### config.mk
export PLATFORM = sky130hd
export DESIGN_NAME = tmcr_cfg
export DESIGN_NICKNAME = d
export VERILOG_FILES = /design/src/rtl/tmcr_pkg.sv /design/src/rtl/tmcr_cfg.sv
export SDC_FILE = /design/constraint.sdc
export NUM_CORES = 1
export LEC_CHECK = 0
export BUFFER_PORTS_ARGS = -buffer_cell sky130_fd_sc_hd__buf_2
export CAP_MARGIN = 30
export CORE_AREA = 2 2 155 157
export CTS_CLUSTER_SIZE = 24
export DETAILED_ROUTE_END_ITERATION = 16
export DIE_AREA = 0 0 157 159
export PLACE_DENSITY = 0.8
export SYNTH_ARGS = -nofsm -noshare
export SYNTH_HDL_FRONTEND = slang
export SYNTH_SLANG_ARGS = --single-unit
export TNS_END_PERCENT = 100
### constraint.sdc
create_clock -name i_clk -period 1.3 [get_ports i_clk]
set_input_delay 0.065 -clock i_clk [delete_from_list [all_inputs] [get_ports i_clk]]
set_output_delay 0.065 -clock i_clk [all_outputs]
set_load 0.01 [all_outputs]
### src/rtl/tmcr_pkg.sv
// ============================================================================
// tmcr_pkg
// Shared types, constants and helpers for the text-mode cell renderer.
// ============================================================================
package tmcr_pkg;

    // Default geometry
    localparam int COLUMNS_DEF      = 128;
    localparam int MAX_ROWS_DEF     = 64;
    localparam int GLYPH_HEIGHT_DEF = 16;

    // Font store: 256 glyphs, glyph row index always takes four address bits
    localparam int FONT_DEPTH = 4096;
    localparam int FONT_AW    = 12;

    // Stream payload widths
    localparam int S_TDATA_W = 56;
    localparam int S_TUSER_W = 2;
    localparam int M_TDATA_W = 128;
    localparam int M_TUSER_W = 1;

    // Configuration port
    localparam int APB_AW = 6;
    localparam int APB_DW = 64;

    // Register indexes (paddr[5:3])
    localparam logic [2:0] REG_PAL_LOW      = 3'd0;
    localparam logic [2:0] REG_PAL_MID_LOW  = 3'd1;
    localparam logic [2:0] REG_PAL_MID_HIGH = 3'd2;
    localparam logic [2:0] REG_PAL_HIGH     = 3'd3;
    localparam logic [2:0] REG_ROWS_SHOWN   = 3'd4;

    localparam logic [6:0] ROWS_SHOWN_RST = 7'd37;

    // Request kinds carried in s_tuser
    localparam logic [1:0] REQ_WR_CELL = 2'd0;
    localparam logic [1:0] REQ_WR_FONT = 2'd1;
    localparam logic [1:0] REQ_RENDER  = 2'd2;

    // Sequencer states
    typedef enum logic [2:0] {
        ST_CLEAR,
        ST_IDLE,
        ST_ADDR,
        ST_CELL,
        ST_OUT
    } t_state;

    // Configuration registers as seen by the datapath
    typedef struct packed {
        logic [3:0][63:0] pal;
        logic [6:0]       rows_shown;
    } t_cfg;

    // Pick one RGB565 colour out of the 16-entry palette
    function automatic logic [15:0] pal_pick(input logic [3:0][63:0] pal,
                                             input logic [3:0] idx);
        logic [63:0] word;
        word = pal[idx[3:2]];
        return word[{idx[1:0], 4'b0000} +: 16];
    endfunction

endpackage

### src/rtl/tmcr_cfg.sv
// ============================================================================
// tmcr_cfg
// APB register bank: four palette words and the shown-rows count.
// ============================================================================
module tmcr_cfg (
    input  logic                         i_clk,
    input  logic                         i_rst_n,
    input  logic                         psel,
    input  logic                         penable,
    input  logic                         pwrite,
    input  logic [tmcr_pkg::APB_AW-1:0]  paddr,
    input  logic [tmcr_pkg::APB_DW-1:0]  pwdata,
    output logic [tmcr_pkg::APB_DW-1:0]  prdata,
    output logic                         pready,
    output tmcr_pkg::t_cfg               o_cfg
);

    logic [3:0][63:0] r_pal;
    logic [6:0]       r_rows_shown;
    logic [2:0]       w_idx;
    logic             w_wr;

    assign pready = 1'b1;
    assign w_idx  = paddr[5:3];
    assign w_wr   = psel & penable & pwrite;

    // Register writes
    always_ff @(posedge i_clk) begin
        if (!i_rst_n) begin
            r_pal        <= '0;
            r_rows_shown <= tmcr_pkg::ROWS_SHOWN_RST;
        end else if (w_wr) begin
            case (w_idx)
                tmcr_pkg::REG_PAL_LOW:      r_pal[0]     <= pwdata;
                tmcr_pkg::REG_PAL_MID_LOW:  r_pal[1]     <= pwdata;
                tmcr_pkg::REG_PAL_MID_HIGH: r_pal[2]     <= pwdata;
                tmcr_pkg::REG_PAL_HIGH:     r_pal[3]     <= pwdata;
                tmcr_pkg::REG_ROWS_SHOWN:   r_rows_shown <= pwdata[6:0];
                default: ;
            endcase
        end
    end

    // Read mux
    always_comb begin
        case (w_idx)
            tmcr_pkg::REG_PAL_LOW:      prdata = r_pal[0];
            tmcr_pkg::REG_PAL_MID_LOW:  prdata = r_pal[1];
            tmcr_pkg::REG_PAL_MID_HIGH: prdata = r_pal[2];
            tmcr_pkg::REG_PAL_HIGH:     prdata = r_pal[3];
            tmcr_pkg::REG_ROWS_SHOWN:   prdata = {57'd0, r_rows_shown};
            default:                    prdata = '0;
        endcase
    end

    assign o_cfg.pal        = r_pal;
    assign o_cfg.rows_shown = r_rows_shown;

endmodule
==> impl.org, run 1 <==
** Drt
- The routed design has roughly 45000 um of wire.
- The first routing iteration left 978 violations.
- Number of iterations in the first detailed-routing pass :: 5
- Number of remaining DRC errors :: 0
- In this run the remaining antenna-violating nets after routing total 0.
- Per-cell via count in the routed design :: roughly 5.6
- Post-detailed-route wirelength per cell :: 21.5 um
- Number of vias in the routed layout :: ~12000

** Critical path
- Along the worst path, the maximum fanout reaches 2.
- The slowest stage of the critical path is the sky130_fd_sc_hd__mux4_2 cell.
- Stage delay of the slowest cell on the critical path :: between 0.5 and 0.6 ns
- Cells traversed along the worst timing path :: mux4_2, nor2b_4, buf_6
- WS Path Type :: flip-flop to output pin
- Tracing the worst setup path back leads to its startpoint at o_cfg[228].
- Worst R2R Start :: o_cfg[38]
- At the worst endpoint, the arrival time is 1.71 ns.
- Among cell families on the critical path, the largest total delay comes from multiplexers.
- STA classifies the critical path startpoint as a flip-flop.
- Critical path endpoint category :: output pin
- Buffers & Inverters on Critical Path :: 1
- STA puts the critical path data required time at roughly 1.2 ns.

** Pwr
- Of the total power, the share spent switching nets is between 20% and 30%.
- Static leakage :: 7.93 nW
- Total design power :: roughly 18 mW
- For this design the total switching power over the nets is 4.29 mW.
- Per report_power, the sequential group accounts for 45.5% of the total.
- Total power per unit cell area :: 1000 nW/um^2
- The clock network is responsible for 46.2% of the overall power.
- Internal power component :: approximately 14 mW
- VDD sags by at most a little under 900 uV.
- Combinational cells account for 8.3% of the total power.

** Global routing
- Final global-route overflow total :: 0
- The number of antenna violations at the first check in global routing came to 1.
- Global routing used 32.5% of the available tracks across all layers.
- The first global-routing pass estimated 64200 um of wire.
- Entering global routing, the biggest net connects 55 pins.
- Number of global-route vias before repair :: between 10000 and 15000

** Timing
- Slew at the pin closest to its max-slew limit :: approximately 0.74 ns
- Static timing analysis puts the maximum clock frequency at roughly 560 MHz.
- Between clock sinks in the finished design, the worst skew comes to 0 ns.
- Final critical delay including setup and external delays :: around 1.8 ns
- Slew Limit Fails :: 0
- Total count of hold-check failures in the final report :: 0
- The worst path uses 137% of the clock period.
- Setup violations remaining at the end of the flow were counted as 65.
- RSZ-0062 raised after global routing :: true
- Smallest setup slack after layout :: -0.478 ns
- Final hold analysis gives a worst-case slack of ~0.09 ns.
- Headroom to the max-slew limit came out at between 50% and 60%.
- Fin Setup TNS :: -24.44 ns

** Synth
- Sequential area share after synthesis :: roughly 45%
- Synthesis inferred roughly 260 register bits.
- Yosys mapped the design onto 22 distinct sky130hd cell types.
- YS warnings :: 0
- Mapped Nets :: ~1200
- Synthesized instance count :: 1100
- Dividing the synthesized area by the synthesized cell count gives 10.7 sq um.
- Post-Synthesis Cell Area :: 11700 sq um

** Floorplanning
- Number of placed I/O pins :: around 400
- Horizontal die dimension :: 157 um
- The die covers ~25000 sq um.
- Area of the placeable core :: roughly 23000 sq um
- For this configuration, the core starts out at a cell density of roughly half.
- After floorplanning, the core was divided into 56 placement rows.
- In this run the vertical extent of the chip is roughly 160 um.

** Clocking
- In this run the number of H-tree levels came out at 1.
- Clock tree synthesis found a total of about 260 sinks.
- Max Buffers Root-to-Sink :: 3
- Number of buffers inserted during clock tree synthesis :: 27
- TritonCTS clock tree :: built
- For the worst-skew pair, the clock arrives at the later sink with an insertion delay of ~0.54 ns.
- Clock root buffer :: sky130_fd_sc_hd__clkbuf_16
- Clock-pin transition on the worst setup and hold timing paths :: about 0.070 ns

** Worst hold path
- Start point of the worst min-delay path :: paddr[5]
- Kind of path behind the tightest hold check :: input pin to flip-flop

** Run status
- Status :: finished, violations left
- Failing checks :: negative setup slack

** Placement
- Final GP Congestion :: approximately 0.90
- HPWL after DPL :: between 20000 and 30000 um
- Post-placement cell area :: 14700 sq um
- Port-buffer cells :: between 300 and 400

** Layout
- With fillers left out, the area of the finished cells amounts to 17900 sq um.
- The area growth from synthesis to layout is 52.5%.
- In the layout the commonest cells are 370 x sky130_fd_sc_hd__buf_2, 324 x sky130_fd_sc_hd__nand2_1, 263 x sky130_fd_sc_hd__mux2i_1.
- Fraction of the core area covered by cells at the end of the flow :: 77.1%
- Share of post-route cells with drive strength above 1 :: a little under three fifths
- The library cell used most frequently in the layout, excluding fill and tap cells, is sky130_fd_sc_hd__buf_2.
- After the last flow step, the layout net total stands at between 1500 and 2000.

** Flow run
- Max Cap Violations :: 0
-- flip-flops by register name, indices dropped and copies added (netlist names) --
register and count:
r_rows_shown 7, o_cfg 256
-- layout make-up --
class	count	area [sq um]
clock inverter	15	200
timing repair buffer	697	4900
clock buffer	34	742
sequential	263	5520
antenna	1	2.50
tap	319	399
fill	1299	5310
multi-input combinational	747	6110
-- cell usage after synthesis --
| cell | n | area share [%] |
|---|---|---|
| sky130_fd_sc_hd__conb_1 | 1 | 0.032 |
| sky130_fd_sc_hd__clkbuf_1 | 42 | 1.3 |
| sky130_fd_sc_hd__dfxtp_1 | 263 | 45 |
| sky130_fd_sc_hd__buf_1 | 2 | 0.064 |
| sky130_fd_sc_hd__mux2i_1 | 263 | 22 |
| sky130_fd_sc_hd__nor3_4 | 1 | 0.14 |
| sky130_fd_sc_hd__nor3_1 | 1 | 0.043 |
| sky130_fd_sc_hd__buf_6 | 25 | 2.4 |
| sky130_fd_sc_hd__nand4b_4 | 1 | 0.20 |
| sky130_fd_sc_hd__nor2_2 | 1 | 0.053 |
| sky130_fd_sc_hd__nor3b_2 | 2 | 0.21 |
| sky130_fd_sc_hd__mux4_2 | 57 | 11 |
| sky130_fd_sc_hd__nand2_1 | 324 | 10 |
| sky130_fd_sc_hd__nor2b_1 | 65 | 3.5 |
| sky130_fd_sc_hd__mux2_2 | 7 | 0.67 |
| sky130_fd_sc_hd__o22ai_1 | 7 | 0.37 |
| sky130_fd_sc_hd__nand2_2 | 1 | 0.053 |
| sky130_fd_sc_hd__nand4_1 | 1 | 0.053 |
| sky130_fd_sc_hd__buf_4 | 11 | 0.70 |
| sky130_fd_sc_hd__a22oi_1 | 14 | 0.90 |
| sky130_fd_sc_hd__nor2_8 | 1 | 0.17 |
| sky130_fd_sc_hd__buf_2 | 10 | 0.43 |
-- cell families (layout without fill, tap and decap cells) --
family	after synthesis	count (layout)	synth area share [%]
AND/OR/NAND/NOR	398	398	14.8
buffers and inverters	90	746	4.94
multiplexers	327	327	34.1
AO/OA/AOI/OAI	21	21	1.27
flip-flops	263	263	44.9
other	1	2	0.0320
-- worst min-delay path: stages --
cell	delay (ns)
sky130_fd_sc_hd__buf_2	0.09
sky130_fd_sc_hd__nand4b_4	0.21
sky130_fd_sc_hd__nor2_8	0.10
sky130_fd_sc_hd__mux2i_1	0.11
-- per-layer routing --
metal  track usage [%]  wire [um]  share of wire (%)
met1              36.2      15500                 35
met2              55.8      21800                 49
met3              7.27       4030                9.0
met4              20.7       3150                7.1
met5                 0          0                  0
-- path summary, 6_finish.rpt --
kind | cells after the start | slack (ns) | endpoint
worst max-delay path | 3 | -0.48 | prdata[29]
worst min register to register | 2 | 0.46 | o_cfg[200]
worst max register to register | 3 | 0.30 | o_cfg[38]
worst min-delay path | 4 | 0.09 | o_cfg[199]
-- power by group through the flow --
stage	Clock (mW)	Sequential [mW]	Combinational, mW
floorplan	0	8.36	0.634
global placement	0	8.34	1.16
detailed placement	0	8.35	1.18
CTS	8.27	8.16	1.40
global route	8.72	8.16	1.57
finish	8.29	8.16	1.48
-- what timing repair did --
item,CTS,global route
buffers inserted,107,21
gates resized for setup,197,80
pin swaps,1,2
hold buffers,65,0
hold endpoints to repair,263,0
endpoints found under the setup margin,64,64
-- per-stage QoR --
stage               instances  worst slack [ns]
floorplan                1100             0.159
global placement         1834            -0.166
detailed placement       1834            -0.201
CTS                      2054            -0.421
global route             2076            -0.507
finish                   2076            -0.478
No activity file was read; power rests on OpenSTA's default activity.
==> inputs of run 2 (changes only) <==
- CORE_AREA: 2 2 155 157 -> not set
- CORE_ASPECT_RATIO: not set -> 1.2
- CORE_UTILIZATION: not set -> 35
- CTS_BUF_LIST: not set -> sky130_fd_sc_hd__clkbuf_16
- DIE_AREA: 0 0 157 159 -> not set
- PLACE_DENSITY: 0.8 -> not set
==> impl.org, run 2 (synthesized netlist as in run 1, its figures left out) <==
** Drt
- The total number of vias is 10800 (was 11700).
- The iteration count of the initial detailed-routing pass is 4 (was 5).
- Number of remaining DRC errors :: 0 (unchanged)
- Number of DRC markers after the initial detailed-route iteration :: 478 (was 978)
- The count of nets left with antenna violations after detail routing is 0 (unchanged).
- The ratio of routed vias to standard cells came to 4.88 (was 5.64).
- The average routed wire per standard cell came to 17.9 um (was 21.5 um).
- The sum of routed wire length over all layers was 39700 um (was 44500 um).

** Pwr
- The clock share of power is 45.7% (was 46.2%).
- The fraction of power consumed by combinational cells came to 8.2% (was 8.3%).
- The power after layout is 17.7 mW (was 17.9 mW).
- Internal power component :: 13.6 mW (about the same)
- The net switching power came to 4.13 mW (was 4.29 mW).
- Total power per unit cell area :: 982 nW/um^2 (was 1000 nW/um^2)
- The peak ir drop on the vdd network is 712 uV (was 879 uV).
- Static leakage :: 8.01 nW (was 7.93 nW)
- Net switching share of the total power :: 23.3% (was 23.9%)
- The fraction of power consumed by sequential logic is 46.0% (was 45.5%).

** Timing
- Slew Limit Fails :: 0 (unchanged)
- The slew at the pin closest to its max-slew limit is 0.715 ns (was 0.738 ns).
- The post-route fraction of the period consumed by the critical path was 132% (was 137%).
- The minimum setup slack in the final design is -0.410 ns (was -0.478 ns).
- Maximum frequency from static timing analysis :: 585 MHz (was 562 MHz)
- Fin Setup TNS :: -23.29 ns (was -24.44 ns)
- Endpoints failing setup :: 64 (was 65)
- The relative slew slack is 52.3% (was 50.8%).
- RSZ-0062 raised after global routing :: true (unchanged)
- Final critical delay including setup and external delays :: 1.71 ns (was 1.78 ns)
- Total count of hold-check failures in the final report :: 0 (unchanged)
- Worst-case clock skew :: 0 ns (unchanged)

** Clocking
- H-tree lvl count :: 1 (unchanged)
- The insertion delay of the later-clocked pin in the worst-skew pair came to 0.54 ns (about the same).
- TritonCTS clock tree :: built (unchanged)
- The maximum buffer depth of the clock tree is 3 (unchanged).
- The clock root buffer master is sky130_fd_sc_hd__clkbuf_16 (unchanged).
- The number of CTS-inserted buffers came to 28 (was 27).
- The clock edge transition at the registers on the reported setup and hold paths is 0.06 ns (was 0.07 ns).
- The number of sinks on the clock net came to 263 (unchanged).

** Layout
- Layout-stage area growth over the synthesis result :: 54.0% (was 52.5%)
- Most common cell after layout, fill and taps aside :: sky130_fd_sc_hd__buf_2 (unchanged)
- Multi-input logic area :: 6080 sq um (was 6110 sq um)
- Max reg flops :: 256 (unchanged)
- Highest-count cells in the layout ignoring fill and taps :: 376 x sky130_fd_sc_hd__buf_2, 324 x sky130_fd_sc_hd__nand2_1, 263 x sky130_fd_sc_hd__mux2i_1 (was 370 x sky130_fd_sc_hd__buf_2, 324 x sky130_fd_sc_hd__nand2_1, 263 x sky130_fd_sc_hd__mux2i_1)
- The final-stage net count is 1824 (was 1811).
- Sequential standard cell area :: 5490 sq um (was 5520 sq um)
- Share of post-route cells with drive strength above 1 :: 54.2% (was 55.8%)
- Fill cells :: 2875 (was 1299)

** Critical path
- Arrival time at the worst endpoint :: 1.64 ns (was 1.71 ns)
- The kind of critical path is flip-flop to output pin (unchanged).
- Register-to-Register Path Depth :: 4 (was 3)
- Top delay family on crit path :: multiplexers (unchanged)
- The endpoint kind of the worst setup timing path was an output pin (unchanged).
- Stage delay of the slowest cell on the critical path :: 0.45 ns (was 0.55 ns)
- Required time of the critical path :: 1.24 ns (about the same)
- The setup slack on the worst flop-to-flop path is 0.51 ns (was 0.30 ns).
- Cells traversed along the worst timing path: mux4_2, nor2b_1, buf_2 (was mux4_2, nor2b_4, buf_6).
- The startpoint class of the critical path is a flip-flop (unchanged).
- Slowest CP cell :: sky130_fd_sc_hd__mux4_2 (unchanged)
- The biggest fanout along the worst timing path is 3 (was 2).
- Count of cell instances traversed by the critical path :: 3 (unchanged)
- Worst R2R Start :: o_cfg[216] (was o_cfg[38])
- Buffers & Inverters on Critical Path :: 1 (unchanged)
- Capture point of the worst reg-to-reg path :: o_cfg[216] (was o_cfg[38])

** Placement
- The sum of net half-perimeters after detailed placement came to 26100 um (was 25800 um).
- The number of buffers inserted by port buffering came to 398 (unchanged).
- Post-place setup slack :: -0.256 ns (was -0.201 ns)
- The routability congestion estimate from global placement is 0.826 (was 0.904).

** Global routing
- The number of antenna violations at the first check in global routing was 3 (was 1).
- Number of global-route vias before repair :: 11000 (was 12000)
- Largest net degree at the start of global routing :: 52 (was 55)
- Global-route wire length before repair :: 60400 um (was 64200 um)
- The aggregate global-route resource usage was 22.4% (was 32.5%).
- The total overflow reported by the global router came to 0 (unchanged).

** Worst hold path
- The worst hold path startpoint was penable (was paddr[5]).
- The cell depth of the worst hold path was 5 (was 4).
- The endpoint of the worst hold path is r_rows_shown[1] (was o_cfg[199]).
- Kind of path behind the tightest hold check :: input pin to flip-flop (unchanged)

** Floorplanning
- Die Y-Extent :: 202 um (was 159 um)
- The area of the core is 33100 sq um (was 23200 sq um).
- The die footprint is 34200 sq um (was 25000 sq um).
- Starting utilization of the core area :: 35.5% (was 50.6%)
- The number of standard-cell rows in the floorplan is 73 (was 56).
- The I/O pin count is 403 (unchanged).
- The width of the die is 169 um (was 157 um).

** Run status
- Failing checks :: negative setup slack (unchanged)
- Status :: finished, violations left (unchanged)

** Flow run
- The number of violations of the max-capacitance limit came to 0 (unchanged).
-- run 2: cell types whose count changed in the layout (fill, tap and decap cells not counted), sizes merged --
cell    delta
clkinv     +6
inv        +2
buf       +12
clkbuf     -5
-- run 2: area by class of cell --
cell class / count / area share, %
flip-flops and latches: 263 / 30.4
diodes: 1 / 0.0139
clock inverters: 23 / 1.14
multi-input cells: 747 / 33.7
repair buffers: 709 / 27.6
well taps: 450 / 3.12
clock buffers: 29 / 4.02
-- run 2: timing repair --
item / in CTS / in global routing
cloned: 0 / 0
pin swaps: 11 / 4
endpoints found under the setup margin: 64 / 64
resized for setup: 176 / 70
endpoints found under the hold margin: 263 / 0
hold buffers: 65 / 0
buffers inserted: 109 / 8
-- run 2: metrics by stage --
stage          util (%)  hold WS, ns  cells  instance area (sq um)
2_1_floorplan         -        0.231   1100                  11700
5_1_grt            54.6        0.139   2222                  18100
6_report           54.6        0.137   2222                  18100
3_3_place_gp       45.5        0.352   1987                  15100
3_5_place_dp       45.5        0.384   1987                  15100
4_1_cts            53.6        0.110   2213                  17700
-- run 2: how the worst max path moves through the flow --
stage	from	to	slack, ns
after floorplan	paddr[3]	o_cfg[10]	0.16
after global placement	paddr[3]	prdata[5]	-0.26
after detailed placement	paddr[3]	prdata[5]	-0.26
final	o_cfg[187]	prdata[52]	-0.41
after global routing	o_cfg[222]	prdata[23]	-0.45
after CTS	o_cfg[241]	prdata[42]	-0.46
-- run 2: metal layers --
layer	global-route usage, %	up-vias	part of all wire [%]	routed length [um]
met5	0	-	0.025	10
met4	9.27	2	3.8	1530
met3	4.00	104	6.3	2500
met2	39.3	451	49	19400
met1	26.8	5213	41	16300
li1	-	5077	-	-
-- run 2: power groups by stage --
stage	Combinational (mW)	Sequential [mW]	Clock [mW]
4_1_cts	1.43	8.16	8.33
5_1_grt	1.56	8.16	8.63
2_1_floorplan	0.634	8.36	0
3_5_place_dp	1.22	8.34	0
3_3_place_gp	1.21	8.34	0
6_report	1.46	8.16	8.11
-- run 2: worst min-delay path, stage by stage --
cell and delay [ns]:
sky130_fd_sc_hd__buf_2 0.12, sky130_fd_sc_hd__nand4_1 0.14, sky130_fd_sc_hd__nor3_4 0.06, sky130_fd_sc_hd__buf_12 0.13, sky130_fd_sc_hd__mux2i_1 0.11
